--- src/hdl/assert_macros.svh ---
// Assertion helpers shared by the RTL; both expect clk and arst_n in scope.
`ifndef ASSERT_MACROS_SVH
`define ASSERT_MACROS_SVH

// Plain property checked on every clock edge outside reset
`define MPM_ASSERT(lbl, prop, msg) \
	lbl: assert property (@(posedge clk) disable iff (!arst_n) prop) \
		else $error(msg);

// Condition in one cycle implies a condition in the next
`define MPM_ASSERT_NEXT(lbl, pre, post, msg) \
	lbl: assert property (@(posedge clk) disable iff (!arst_n) (pre) |=> (post)) \
		else $error(msg);

`endif

--- src/hdl/mpm_pkg.sv ---
package mpm_pkg;

	// default word format: Q16.16
	localparam int FRAC_BITS_DEF = 16;
	localparam int WORD_BITS_DEF = 32;

	// coefficient register file
	localparam int NUM_COEF     = 8;
	localparam int CFG_IDX_BITS = 3;

	localparam logic [CFG_IDX_BITS-1:0] REG_A_RE = 3'd0;
	localparam logic [CFG_IDX_BITS-1:0] REG_A_IM = 3'd1;
	localparam logic [CFG_IDX_BITS-1:0] REG_B_RE = 3'd2;
	localparam logic [CFG_IDX_BITS-1:0] REG_B_IM = 3'd3;
	localparam logic [CFG_IDX_BITS-1:0] REG_C_RE = 3'd4;
	localparam logic [CFG_IDX_BITS-1:0] REG_C_IM = 3'd5;
	localparam logic [CFG_IDX_BITS-1:0] REG_D_RE = 3'd6;
	localparam logic [CFG_IDX_BITS-1:0] REG_D_IM = 3'd7;

	// flags that travel with one lane through the divider chain
	typedef struct packed {
		logic neg;
		logic over;
		logic pole;
	} div_flag_t;

endpackage

--- src/hdl/mpm_cfg.sv ---
module mpm_cfg
	import mpm_pkg::*;
#(
	parameter int W = WORD_BITS_DEF,
	parameter int F = FRAC_BITS_DEF
) (
	input  logic                             clk,
	input  logic                             arst_n,
	input  logic                             cfg_we,
	input  logic [CFG_IDX_BITS-1:0]          cfg_idx,
	input  logic [W-1:0]                     cfg_data,
	output logic [NUM_COEF-1:0][W-1:0]       coef_q
);

	localparam logic [W-1:0] ONE = W'(1) << F;

	// coefficient registers, a and d reset to one
	always_ff @(posedge clk or negedge arst_n) begin
		if (!arst_n) begin
			for (int i = 0; i < NUM_COEF; i++) begin
				coef_q[i] <= (i == int'(REG_A_RE) || i == int'(REG_D_RE)) ? ONE : '0;
			end
		end else if (cfg_we) begin
			case (cfg_idx)
				REG_A_RE: coef_q[REG_A_RE] <= cfg_data;
				REG_A_IM: coef_q[REG_A_IM] <= cfg_data;
				REG_B_RE: coef_q[REG_B_RE] <= cfg_data;
				REG_B_IM: coef_q[REG_B_IM] <= cfg_data;
				REG_C_RE: coef_q[REG_C_RE] <= cfg_data;
				REG_C_IM: coef_q[REG_C_IM] <= cfg_data;
				REG_D_RE: coef_q[REG_D_RE] <= cfg_data;
				REG_D_IM: coef_q[REG_D_IM] <= cfg_data;
				default: ;
			endcase
		end
	end

endmodule

--- config.mk ---
export PLATFORM = sky130hd
export DESIGN_NAME = mpm_cfg
export DESIGN_NICKNAME = d
export VERILOG_FILES = /design/src/hdl/assert_macros.svh /design/src/hdl/mpm_pkg.sv /design/src/hdl/mpm_cfg.sv
export SDC_FILE = /design/constraint.sdc
export NUM_CORES = 1
export LEC_CHECK = 0
export BUFFER_PORTS_ARGS = -buffer_cell sky130_fd_sc_hd__buf_2
export CELL_PAD_IN_SITES_DETAIL_PLACEMENT = 1
export CELL_PAD_IN_SITES_GLOBAL_PLACEMENT = 1
export CORE_UTILIZATION = 45
export DETAILED_ROUTE_END_ITERATION = 10
export PLACE_DENSITY = 0.95
export SKIP_CTS_REPAIR_TIMING = 1
export SLEW_MARGIN = 10
export SYNTH_ARGS = -nofsm -noshare
export SYNTH_HDL_FRONTEND = slang
export SYNTH_SLANG_ARGS = --single-unit
--- constraint.sdc ---
create_clock -name clk -period 1.65 [get_ports clk]
set_clock_uncertainty 0.05 [all_clocks]
set_input_delay 0.165 -clock clk [delete_from_list [all_inputs] [get_ports clk]]
set_output_delay 0.165 -clock clk [all_outputs]
set_load 0.02 [all_outputs]
# Word level (Yosys, flattened, before mapping)
# Index checks and enable logic that the tools add are counted.
[totals]
register_bits = 256
in_bits = 38
out_inout_bits = 256
[op_classes]
eq_ne = 7
reduce_logical = 9
[ops]
columns = ["cell", "n"]
rows = [
  ["2-bit AND reduction", 8],
  ["3-bit equality test, second input constant", 4],
  ["3-bit by 2-bit equality test with 1-bit output, second input constant", 2],
  ["3-bit by 1-bit equality test with 1-bit output, second input constant", 1],
  ["3-bit logical NOT", 1],
]

# Longest topological paths before layout
[depth]
ltp_word = 2
depth_mapped = 5
ltp_nobuf = 2

# Least setup slack after synthesis
# OpenSTA, ideal clock, no wires.
[synth_path]
path_type = "input port to flip-flop"
startpoint = "in cfg_idx[1]"
endpoint = "reg coef_q[10] in the netlist's numbering"
setup_ps = 125
t_arrival_ps = 1228
t_required_ps = 1475
slack_ps = 247
cell_stages = 4
n_path_buf = 2
path_cell_list = "buf_2 -> nor4b_4 -> buf_6 -> mux2_2"
[synth_via]
elab_chain_len = 2
[synth_lines]
columns = ["element", "line", "text"]
rows = [
  ["from (decl)", "mpm_cfg.sv:10", "input logic [CFG_IDX_BITS-1:0] cfg_idx,"],
  ["3-bit logical NOT", "mpm_cfg.sv:24", "case (cfg_idx)"],
  ["2-bit AND reduction (no line)", "-", ""],
  ["to (signal, indexed assignment)", "mpm_cfg.sv:25", "REG_A_RE: coef_q[REG_A_RE] <= cfg_data;"],
  ["to (signal, indexed assignment)", "mpm_cfg.sv:26", "REG_A_IM: coef_q[REG_A_IM] <= cfg_data;"],
  ["to (signal, indexed assignment)", "mpm_cfg.sv:27", "REG_B_RE: coef_q[REG_B_RE] <= cfg_data;"],
  ["to (decl)", "mpm_cfg.sv:12", "output logic [NUM_COEF-1:0][W-1:0] coef_q"],
]
# Every way passes these cells.
# A chain may end at the register's enable or synchronous reset.

# Worst setup path in the final report
[layout_path]
startpoint = "reg coef_q[208] in the netlist's numbering"
endpoint = "out coef_q[208] in the netlist's numbering"
[layout_lines]
columns = ["element", "line", "text"]
rows = [
  ["from (signal, indexed assignment)", "mpm_cfg.sv:21", "coef_q[i] <= (i == int'(REG_A_RE) || i == int'(REG_D_RE)) ? ONE : '0;"],
  ["from (signal, indexed assignment)", "mpm_cfg.sv:25", ""],
  ["from (signal, indexed assignment)", "mpm_cfg.sv:26", ""],
]
# No word-level cell between the ends.

==> flow_metrics.env <==
export IMPL_design_area_mm2=0.0128
export IMPL_cts_tree="built"
export IMPL_vias=6222
export IMPL_largest_register_ffs=256
export IMPL_syn_inst=551
export IMPL_start_util_pct=45.8
export IMPL_wl_mm=28.2
export IMPL_synth_top_family_by_area="multiplexers"
export IMPL_path_cells="buf_2"
export IMPL_startpoint_type="register"
export IMPL_end_kind="output pin"
export IMPL_syn2layout_area_growth_pct=32.9
export IMPL_tns_ns=0
export IMPL_rows=53
export IMPL_power_leakage_nw=6.14
export IMPL_via_per_inst=5.23
export IMPL_path_buf_inv=1
export IMPL_n_fill_cell=1981
export IMPL_report_final_slew_viol_count=0
export IMPL_synth_compound_area_share_pct=0
export IMPL_top_register="coef_q"
export IMPL_cts_buffer_depth=3
export IMPL_yosysTopAreaCell="dfrtp_1"
export IMPL_hold_path_class="in2async"
export IMPL_finalWeightedCongestion=0.761
export IMPL_power_density_mw_per_mm2=1540
export IMPL_wl_per_cell_um=23.7
export IMPL_core_area_mm2=0.0210
export IMPL_setup_violations=0
export IMPL_yosysMostFrequentCell="dfrtp_1"
export IMPL_clock_sinks=256
export IMPL_slowest_stage="dfstp_2"
export IMPL_grt_pass1_wl_mm=42.1
export IMPL_synth_fa_ha_area_share_pct=0
export IMPL_firstDrtPassIters=4
export IMPL_clk_latency_ns=0.51
export IMPL_async_flop_share_pct=100
export IMPL_diodes=0
export IMPL_yosys_cell_types_count=11
export IMPL_dieHeight_um=148
export IMPL_synth_area_per_cell_um2=17.5
export IMPL_synth_top_area_share_pct=66.1
export IMPL_rsz0062_at_grt="false"
export IMPL_io_buffers=293
export IMPL_synth_common_cells="254 x dfrtp_1, 243 x mux2_2, 17 x buf_2, 14 x buf_6, 13 x mux2_1"
export IMPL_track_usage_pct=25.3
export IMPL_cts_clk_slew_worst_paths_ns=0.06
export IMPL_arrival_ns=1.22
export IMPL_syn_nets=589
export IMPL_synth_edf_count=0
export IMPL_critical_path_class="reg2out"
export IMPL_ioPinCount=294
export IMPL_die_w_um=148
export IMPL_path_delay_family="flip-flops"
export IMPL_htreeDepth=1
export IMPL_ys_seq_elements=256
export IMPL_ys_warn_count=0
export IMPL_largestRegisters="coef_q: 256 flops"
export IMPL_netlist_area_mm2=0.00962
export IMPL_dpl_hpwl_mm=18.6
export IMPL_layout_nets=938
export IMPL_drc=0
export IMPL_grt_overflow=0
export IMPL_drt_iter0_drc=177
export IMPL_crit_fanout=2
export IMPL_cpPeakStageDelay_ns=0.53
export IMPL_ir_drop_mv=0.896
export IMPL_status="complete, no violations"
export IMPL_synth_mux_area_share_pct=30.0
export IMPL_synth_xor_area_share_pct=0
export IMPL_relSlewSlack_pct=63.7
export IMPL_grt_max_degree=63
export IMPL_synthSimpleGateAreaFrac_pct=0.923
export IMPL_worstPathRequired_ns=1.43
export IMPL_synth_area_leaders="dfrtp_1 66%, mux2_2 28%, buf_6 1.6%"
export IMPL_max_freq_mhz=695
export IMPL_numCtsBuffers=27
export IMPL_yosysSeqAreaShare_pct=66.6
export IMPL_antenna_left=0
export IMPL_hold_viol=0
export IMPL_post_dp_cell_area_mm2=0.0116
export IMPL_antenna_found_initial=0
export IMPL_grt_pass1_vias=6961
export IMPL_max_cap_viol_count=0
export IMPL_min_period_over_period_pct=87.2
export IMPL_drive_gt1_share_pct=66.4
export IMPL_tightest_slew_ns=0.545
export IMPL_dieArea_mm2=0.0220
export IMPL_root_buffer="clkbuf_16"
export IMPL_synth_ff_type="dfrtp_1"
export IMPL_whs_ns=0.152
export IMPL_min_period_ns=1.44
[path summary, 6_finish.rpt]
kind | startpoint | endpoint | slack, ns | depth (start not counted)
max reg2reg | coef_q[246] | coef_q[246] | 0.78 | 1
min in group clk | cfg_idx[1] | coef_q[14] | 0.32 | 4
min reg2reg | coef_q[144] | coef_q[144] | 0.44 | 1
max in group asynchronous | arst_n | coef_q[63] | 0.73 | 3
max | coef_q[208] | coef_q[208] | 0.21 | 1
min | arst_n | coef_q[253] | 0.15 | 2
[report_power, final]
| part | internal, mW | switching [mW] | total (mW) | leakage (nW) |
|---|---|---|---|---|
| clock network | 3.50 | 2.39 | 5.89 | 0.424 |
| logic | 2.10 | 3.31 | 5.41 | 2.65 |
| registers | 7.68 | 0.775 | 8.45 | 3.07 |
[through the flow]
step | total power [mW] | std cells | setup slack [ns] | util, %
final | 19.8 | 1190 | 0.211 | 60.8
after global routing | 20.5 | 1190 | 0.172 | 60.8
after detailed placement | 13.8 | 1113 | 0.0764 | 55.2
after CTS | 19.8 | 1157 | 0.189 | 59.3
after global placement | 13.5 | 1113 | 0.153 | 55.2
after floorplan | 11.5 | 551 | 0.247 | -
[layer usage]
metal	up-vias	GRT usage (%)	part of all wire, %
met5	-	0	0
met4	0	9.95	3.7
met3	70	5.28	5.6
met2	246	45.5	53
met1	3255	29.4	37
li1	2651	-	-
[placed cells by master, fill, tap and decap left out, drive strengths merged, types with 2 or more instances in the layout]
master and n:
dfstp 2, buf 318, dlygate4sd3 33, bufinv 2, clkinv 6, clkbuf 35, nand4b 3, nor4bb 2
dfrtp 254, mux2 256
[layout make-up]
| type | instances | area [µm²] | share of cell area (%) |
|---|---|---|---|
| flip-flops and latches | 256 | 6410 | 50.1 |
| repair buffers | 351 | 2180 | 17.1 |
| well taps | 275 | 344 | 2.69 |
| clock inverters | 9 | 97.6 | 0.763 |
| clock buffers | 35 | 756 | 5.91 |
| multi-input cells | 264 | 3000 | 23.5 |
[cells by family after synthesis]
group	count (synthesis)
muxes	256
and+or+nand+nor	8
DFF	256
buffers and inverters	31
Note: power is estimated with default switching activity, not from simulation.
