## src/hdl/assert_macros.svh

```systemverilog
// Assertion helpers shared by the RTL; both expect clk and arst_n in scope.
`ifndef ASSERT_MACROS_SVH
`define ASSERT_MACROS_SVH

// Plain property checked on every clock edge outside reset
`define MPM_ASSERT(lbl, prop, msg) \
	lbl: assert property (@(posedge clk) disable iff (!arst_n) prop) \
		else $error(msg);

// Condition in one cycle implies a condition in the next
`define MPM_ASSERT_NEXT(lbl, pre, post, msg) \
	lbl: assert property (@(posedge clk) disable iff (!arst_n) (pre) |=> (post)) \
		else $error(msg);

`endif

```

## src/hdl/mpm_pkg.sv

```systemverilog
package mpm_pkg;

	// default word format: Q16.16
	localparam int FRAC_BITS_DEF = 16;
	localparam int WORD_BITS_DEF = 32;

	// coefficient register file
	localparam int NUM_COEF     = 8;
	localparam int CFG_IDX_BITS = 3;

	localparam logic [CFG_IDX_BITS-1:0] REG_A_RE = 3'd0;
	localparam logic [CFG_IDX_BITS-1:0] REG_A_IM = 3'd1;
	localparam logic [CFG_IDX_BITS-1:0] REG_B_RE = 3'd2;
	localparam logic [CFG_IDX_BITS-1:0] REG_B_IM = 3'd3;
	localparam logic [CFG_IDX_BITS-1:0] REG_C_RE = 3'd4;
	localparam logic [CFG_IDX_BITS-1:0] REG_C_IM = 3'd5;
	localparam logic [CFG_IDX_BITS-1:0] REG_D_RE = 3'd6;
	localparam logic [CFG_IDX_BITS-1:0] REG_D_IM = 3'd7;

	// flags that travel with one lane through the divider chain
	typedef struct packed {
		logic neg;
		logic over;
		logic pole;
	} div_flag_t;

endpackage

```

## src/hdl/mpm_div_cell.sv

```systemverilog
module mpm_div_cell
	import mpm_pkg::*;
#(
	parameter int RB  = 200,
	parameter int DB  = 140,
	parameter int W   = 32,
	parameter int BIT = 0
) (
	input  logic          clk,
	input  logic          en,
	input  logic [RB-1:0] rem,
	input  logic [DB-1:0] den,
	input  logic [W-1:0]  quo,
	input  div_flag_t     flg,
	output logic [RB-1:0] rem_s1,
	output logic [DB-1:0] den_s1,
	output logic [W-1:0]  quo_s1,
	output div_flag_t     flg_s1
);

	logic [RB-1:0] sh;
	logic          ge;
	logic [W-1:0]  quo_n;

	// one restoring step: try the divisor at this bit weight
	always_comb begin
		sh       = RB'(den) << BIT;
		ge       = rem >= sh;
		quo_n    = quo;
		quo_n[BIT] = ge;
	end

	always_ff @(posedge clk) begin
		if (en) begin
			rem_s1 <= ge ? (rem - sh) : rem;
			den_s1 <= den;
			quo_s1 <= quo_n;
			flg_s1 <= flg;
		end
	end

endmodule

```

## config.mk

```make
export PLATFORM = sky130hd
export DESIGN_NAME = mpm_div_cell
export DESIGN_NICKNAME = d
export VERILOG_FILES = /design/src/hdl/assert_macros.svh /design/src/hdl/mpm_pkg.sv /design/src/hdl/mpm_div_cell.sv
export SDC_FILE = /design/constraint.sdc
export NUM_CORES = 1
export LEC_CHECK = 0
export BUFFER_PORTS_ARGS = -buffer_cell sky130_fd_sc_hd__buf_4
export CORE_AREA = 2 2 296 298
export DETAILED_ROUTE_END_ITERATION = 10
export DIE_AREA = 0 0 298 300
export GPL_TIMING_DRIVEN = 1
export PLACE_DENSITY = 0.52
export SETUP_SLACK_MARGIN = 0.3
export SKIP_LAST_GASP = 1
export SYNTH_ARGS = -nofsm -noshare
export SYNTH_HDL_FRONTEND = slang
export SYNTH_SLANG_ARGS = --single-unit
```

## constraint.sdc

```tcl
create_clock -name clk -period 4.55 [get_ports clk]
set_clock_uncertainty 0.2 [all_clocks]
set_input_delay 0.455 -clock clk [delete_from_list [all_inputs] [get_ports clk]]
set_output_delay 0.455 -clock clk [all_outputs]
set_load 0.02 [all_outputs]
```

# Word-level counts from Yosys, hierarchy flattened
# Cells that the tools add are included.
totals:
  reg_bits: 375
  word_cells: 9
  out_inout_bits: 375
classes:
  magnitude_cmp: 1
  n_addsub: 1
  muxes: 1
ops:
  columns: ["cell", "n"]
  rows:
  - [">= comparator 200 x 140 -> 1 bit", 1]
  - ["2-to-1 mux 200 bit", 1]
  - ["subtractor 200 x 140 -> 200 bit", 1]

# Logic depth before layout (Yosys ltp)
# Gate-level depths: netlist of the first run.
logic_depth:
  word_depth: 2
  mapped_depth: 17
  mapped_depth_nobuf: 14

# Least setup slack after synthesis of the first run
# OpenSTA, ideal clock, no wires.
synth_timing:
  kind: "in2reg"
  startpoint: "in rem[0]"
  endpoint: "reg rem_s1[188], data pin"
  t_required_ps: 4082
  t_arrival_ps: 3487
  path_buffers: 0
  setup_slack_ps: 595
  cell_stages: 14
  path_cell_list: "inv_1 > ha_1 > fa_1 > nand2b_1 > a211oi_1 > nor3_1 > nor4_1 > a311oi_1 > o311ai_0 > nand2_1 > a211o_1 > a211oi_1 > a211oi_1 > xor2_1"
synth_between:
  elab_chain_cells: 2
synth_lines:
  columns: ["item", "line", "source"]
  rows:
  - ["from (decl)", "mpm_div_cell.sv:11", "input logic [RB-1:0] rem,"]
  - ["subtractor 200 x 140 -> 200 bit or >= comparator 200 x 140 -> 1 bit (tied branches)", "mpm_div_cell.sv:35, mpm_div_cell.sv:28", null]
  - ["2-to-1 mux 200 bit *", "mpm_div_cell.sv:35", "rem_s1 <= ge ? (rem - sh) : rem;"]
  - ["to (signal assigned)", "mpm_div_cell.sv:35", null]
  - ["to (decl)", "mpm_div_cell.sv:15", "output logic [RB-1:0] rem_s1,"]
# Every way passes the cells marked *; elsewhere a longest branch is shown, timed or not.
# A chain may end at the register's enable or synchronous reset.

# Worst setup path in the final report of the first run
layout_timing:
  startpoint: "in rem[137]"
  endpoint: "reg rem_s1[166], data pin"
# The elaborated chain is that of the path after synthesis.

==> results of run 1 <==
[Yosys cell counts, drive strengths merged (14+ instances only)]
master | instances | share of area
nand2 | 264 | 0.038
nor3 | 76 | 0.015
nand3 | 44 | 0.0084
edfxtp | 375 | 0.43
a21oi | 370 | 0.071
buf | 58 | 0.011
nand4 | 111 | 0.027
or4 | 20 | 0.0057
o31ai | 21 | 0.0060
o21a | 27 | 0.0078
a211oi | 28 | 0.0082
xnor2 | 88 | 0.030
inv | 192 | 0.028
or2 | 17 | 0.0041
nor2 | 336 | 0.048
nand2b | 14 | 0.0034
nor4 | 51 | 0.012
a21o | 55 | 0.016
clkbuf | 79 | 0.011
o21bai | 52 | 0.015
ha | 140 | 0.067
o211ai | 14 | 0.0042
a31oi | 18 | 0.0043
a21boi | 17 | 0.0049
or3 | 27 | 0.0065
o21ai | 184 | 0.035
xor2 | 108 | 0.036
[per-layer routing]
metal	track usage	up-vias
li1	-	13600
met1	0.372	13700
met2	0.464	1138
met3	0.0512	145
met4	0.0637	6
met5	0	-
[cell usage in the layout, fill, tap and decap left out, drive strengths merged, types with 111 or more instances in the layout]
cell type / netlist / layout
nand4: 111 / 111
ha: 140 / 140
a21oi: 370 / 370
o21ai: 184 / 184
dlygate4sd3: 0 / 320
nand2: 264 / 264
edfxtp: 375 / 375
inv: 192 / 193
nor2: 336 / 336
buf: 58 / 1181
[through the flow]
stage	setup WS [ps]	hold slack [ps]	instance area (um2)
3_5_place_dp	-395	434	36000
3_3_place_gp	-430	433	36000
4_1_cts	303	0.839	40600
2_1_floorplan	595	354	26100
5_1_grt	300	15.1	40700
6_report	407	20.4	40700
[sequential cells by signal (all words and copies together) (netlist names)]
name	cells
quo_s1	32
flg_s1	3
den_s1	140
rem_s1	200
[how the worst max path moves through the flow]
stage | start | to | slack (ps) | cells after the start
final | rem[137] | rem_s1[166]$_DFFE_PP_ | 410 | 16
after global routing | rem[0] | rem_s1[164]$_DFFE_PP_ | 300 | 18
after CTS | rem[156] | rem_s1[150]$_DFFE_PP_ | 300 | 14
after detailed placement | rem[0] | rem_s1[166]$_DFFE_PP_ | -390 | 19
after global placement | rem[0] | rem_s1[166]$_DFFE_PP_ | -430 | 19
after floorplan | rem[0] | rem_s1[188]$_DFFE_PP_ | 590 | 14
[kinds of logic after synthesis]
family	Yosys count	synth area share
simple gates	1015	0.185
compound gates	863	0.200
flops	375	0.431
buf+inv	329	0.0504
xor+xnor	196	0.0657
fa+ha+maj	141	0.0678
[cell type report]
type                       count  area (um2)  share of cell area
multi-input combinational   2215       13600               0.335
timing repair buffer        1501       12200               0.300
sequential                   375       11300               0.277
tap                         1155        1450              0.0355
clock buffer                  58        1200              0.0294
inverter                     192         726              0.0178
clock inverter                21         225             0.00554
antenna                        2        5.00            0.000123
[critical path, stage by stage]
cell,delay (ps)
dlygate4sd3_1,540
buf_4,140
ha_1,400
a21o_1,220
a21o_1,170
a21oi_1,270
inv_1,150
or4b_1,510
nor3_1,210
o31a_1,260
buf_4,170
nor3_1,50
a31oi_1,220
buf_4,210
a311oi_2,80
xor2_1,210
[where the power goes]
group	total (mW)	switching (mW)	internal (mW)
clock network	3.57	1.58	1.99
registers	4.41	0.115	4.30
logic	4.35	2.46	1.89
[timing repair]
item,CTS,global route
pin swaps,0,1
resized for setup,1,20
endpoints found under the hold margin,320,0
setup endpoints to repair,1,44
setup buffers,0,1
hold buffers,320,0
gates cloned,0,0
==> flow_summary_export.csv, run 1 <==
group,metric,value,unit
power,power_leakage,17.2,nW
floorplan,die_area,0.0894,mm2
floorplan,start_util,0.303,
logic_synthesis,yosys_warnings,0,
setup_path,crit_path_start_kind,"input port",
setup_path,endpoint_kind,"flip-flop",
clock_tree,clk_pin_slew,60,ps
min_path,min_to,"rem_s1[87]$_DFFE_PP_",
logic_synthesis,synthArstFlopShare,0,
sta,max_freq,241,MHz
cells_and_area,final_cell_count_no_fill,5519,
sta,finalCritPeriodShare,0.911,
clock_tree,h-tree-depth,2,
min_path,worstHoldPathCells,3,
floorplan,die-width,298,um
global_routing,grt_overflow,0,
logic_synthesis,ys.flop_type,"edfxtp_1",
placed_design,hpwl,107000,um
power,irDropWorstVdd,0.277,mV
detailed_routing,wl_met1,56000,um
sta,rsz0062_at_grt,"false",
sta,setup_violations,0,
power,p_per_area,303,mW/mm2
cells_and_area,fin_util,0.472,
detailed_routing,drtPass1Iterations,6,
outcome,status,"finished clean",
logic_synthesis,synth-edff-count,375,
power,design_power_total,12.3,mW
logic_synthesis,ys_types,82,
global_routing,grt_pass1_vias,28700,
detailed_routing,post_drt_wl_per_cell,23.3,um
placed_design,placedCellCount,5117,
sta,slew_viol_final,0,
global_routing,grt_first_pass_wirelength,187000,um
clock_tree,numCtsBuffers,46,
cells_and_area,fillers,8585,
placed_design,io_buffers,750,
sta,finalSetupTns,0,ps
sta,max_slew_margin,0.347,
logic_synthesis,synth_area,0.0261,mm2
cells_and_area,nets,4849,
detailed_routing,post-route-drc-count,0,
logic_synthesis,syn_nets,3437,
logic_synthesis,ys_ff_latch,375,
sta,period_minus_slack,4140,ps
global_routing,antenna_found_initial,3,
detailed_routing,topRoutingLayerUsed,"met5",
detailed_routing,wl,129000,um
setup_path,worstSetupPathType,"in2reg",
global_routing,grt_max_degree,91,
placed_design,gp_congestion,0.981,
detailed_routing,drt_iter0_markers,1989,
clock_tree,root_buffer,"clkbuf_16",
floorplan,core_area,0.0862,mm2
clock_tree,clock_sinks,375,
setup_path,cp_data_arrival_time,4280,ps
sta,hold_viol,0,
logic_synthesis,avgSynthCellArea,8.95,um2
floorplan,die_h,300,um
job,maxCapViolCount,0,
cells_and_area,drive_above_1_share,0.298,
detailed_routing,viasPerCell,5.17,
global_routing,grt_usage,0.277,
floorplan,rows,108,
min_path,hp-class,"in2reg",
sta,worst_slew_pin_slew,971,ps
clock_tree,cts_tree,"done",
clock_tree,cts_buffer_depth,3,
setup_path,crit_required,4690,ps
detailed_routing,via_count,28500,
logic_synthesis,synth_seq_area_share,0.431,
logic_synthesis,syn_inst,2919,
setup_path,cp_max_fo,7,
detailed_routing,ant_nets,0,
min_path,hp-start,"rem[87]",
cells_and_area,synthToLayoutAreaGrowth,55.8,%
detailed_routing,wl_met2,60400,um
floorplan,ios,752,
detailed_routing,dr_wl_met3,9530,um
Power figures use the tool's default switching activity.
==> inputs of run 2 (changes only) <==
RECOVER_POWER = 25   (was unset)
==> run 2 against run 1 <==
Effect of this change: the flow now finishes with violations (capacitance limit, slew limit); first-iteration DRC count is 3.5% higher; highest routed layer unchanged; cell count unchanged; non-clock buffer count is the same; clock power hardly changed; utilization is 0.33 points lower; routed wire length is essentially flat; critical path type unchanged.
==> flow_summary_export.csv, run 2 (synthesized netlist as in run 1, its figures left out) <==
group,metric,value,unit
clock_tree,cts_tree,"done",
cells_and_area,largest_register_ffs,200,
setup_path,crit_path_start_kind,"input port",
sta,setup_violations,0,
placed_design,gp_congestion,0.981,
floorplan,ios,752,
clock_tree,clk_pin_slew,60,ps
global_routing,grt_max_degree,91,
floorplan,start_util,0.303,
placed_design,hpwl,107000,um
power,p_per_area,305,mW/mm2
placed_design,pre_cts_ws,-395,ps
sta,hold_viol,0,
clock_tree,root_buffer,"clkbuf_16",
setup_path,endpoint_kind,"flip-flop",
cells_and_area,mostFrequentLayoutCells,"buf_4 (993), edfxtp_1 (375), a21oi_1 (368)",
setup_path,setup.worst_path.start,"den[49]",
global_routing,grt_pass1_vias,28700,
cells_and_area,top_register,"rem_s1",
setup_path,cp_max_fo,6,
sta,finalSetupTns,0,ps
sta,period_minus_slack,4200,ps
detailed_routing,post-route-drc-count,0,
clock_tree,clock_sinks,375,
clock_tree,cts_buffer_depth,3,
cells_and_area,top_regs,"rem_s1 x200, den_s1 x140, quo_s1 x32",
sta,whs,23.0,ps
outcome,violations,"capacitance limit, slew limit",
clock_tree,h-tree-depth,2,
global_routing,grt_first_pass_wirelength,187000,um
sta,slew_viol_final,85,
global_routing,grt_overflow,0,
floorplan,die_h,300,um
cells_and_area,drive_above_1_share,0.281,
cells_and_area,synthToLayoutAreaGrowth,54.7,%
detailed_routing,post_drt_wl_per_cell,23.3,um
detailed_routing,ant_nets,0,
clock_tree,numCtsBuffers,46,
cells_and_area,final_common_cell,"buf_4",
power,power_leakage,16.9,nW
floorplan,die-width,298,um
cells_and_area,fillers,8677,
sta,worst_slew_pin_slew,2490,ps
floorplan,die_area,0.0894,mm2
setup_path,worstSetupPathType,"in2reg",
setup_path,cp_data_arrival_time,4330,ps
placed_design,io_buffers,750,
detailed_routing,drtPass1Iterations,6,
global_routing,grt_usage,0.277,
setup_path,crit_required,4680,ps
placed_design,placed_area,0.0360,mm2
min_path,hp-class,"in2reg",
detailed_routing,drt_iter0_markers,2058,
sta,rsz0062_at_grt,"false",
min_path,hp-start,"rem[87]",
floorplan,rows,108,
sta,max_slew_margin,-0.662,
sta,finalCritPeriodShare,0.923,
cells_and_area,nets,4849,
outcome,status,"finished, violations left",
detailed_routing,via_count,28600,
floorplan,core_area,0.0862,mm2
sta,setup_ws,350,ps
global_routing,antenna_found_initial,4,
power,irDropWorstVdd,0.275,mV
detailed_routing,viasPerCell,5.18,
job,maxCapViolCount,1,
sta,max_freq,238,MHz
cells_and_area,final_area,0.0404,mm2
detailed_routing,wl,129000,um
## run 2: cell types whose count changed in the layout (fill, tap and decap cells not counted)
cell	change
clkbuf_4	+103
clkbuf_1	+73
clkbuf_2	+1
buf_1	+1
buf_8	-1
buf_4	-177
## run 2: cell type report
class,count,area (um2),area share
tap,1155,1450,0.0358
timing repair buffer,1501,11900,0.295
clock inverter,21,225,0.00558
antenna,2,5.00,0.000124
multi-input combinational,2215,13600,0.337
inverter,192,726,0.0180
clock buffer,58,1200,0.0296
sequential,375,11300,0.279
## run 2: worst paths after layout
| check | end | slack (ps) | depth (start not counted) |
|---|---|---|---|
| setup / recovery | rem_s1[183]$_DFFE_PP_ | 350 | 18 |
| hold / removal | rem_s1[87]$_DFFE_PP_ | 20 | 3 |
## run 2: worst max-delay path: stages
cell      delay (ps)
clkbuf_1         120
inv_1             70
ha_1             500
nand4_1          270
nor4_2           280
nand4_1          300
nor4_2           260
a22oi_2          160
nand3_1          120
buf_4            160
o31ai_1           90
buf_4            160
buf_4            130
o41a_1           430
o31ai_1          370
buf_4            180
a211oi_1          80
xor2_1           160
## run 2: what timing repair did
item	in CTS	in global routing
pin swaps	0	1
setup endpoints to repair	1	44
buffers inserted	0	1
hold buffers	320	0
endpoints found under the hold margin	320	0
gates resized for setup	1	20
## run 2: layer usage
layer,track usage,part of all wire
met1,0.372,0.43
met2,0.464,0.47
met3,0.0512,0.074
met4,0.0637,0.021
met5,0,0.00040
## run 2: per-stage QoR
step | utilization | total power [mW] | instances
detailed placement | 0.417 | 8.56 | 5117
global route | 0.469 | 12.8 | 5517
global placement | 0.417 | 8.56 | 5117
CTS | 0.471 | 12.4 | 5516
finish | 0.469 | 12.3 | 5519
floorplan | - | 6.41 | 2919
## run 2: power breakdown
part	total (mW)	switching [mW]	internal [mW]	leakage (nW)
clock	3.57	1.58	1.99	0.680
sequential	4.42	0.115	4.30	3.67
combinational	4.32	2.46	1.86	12.6
total	12.3	4.16	8.15	16.9
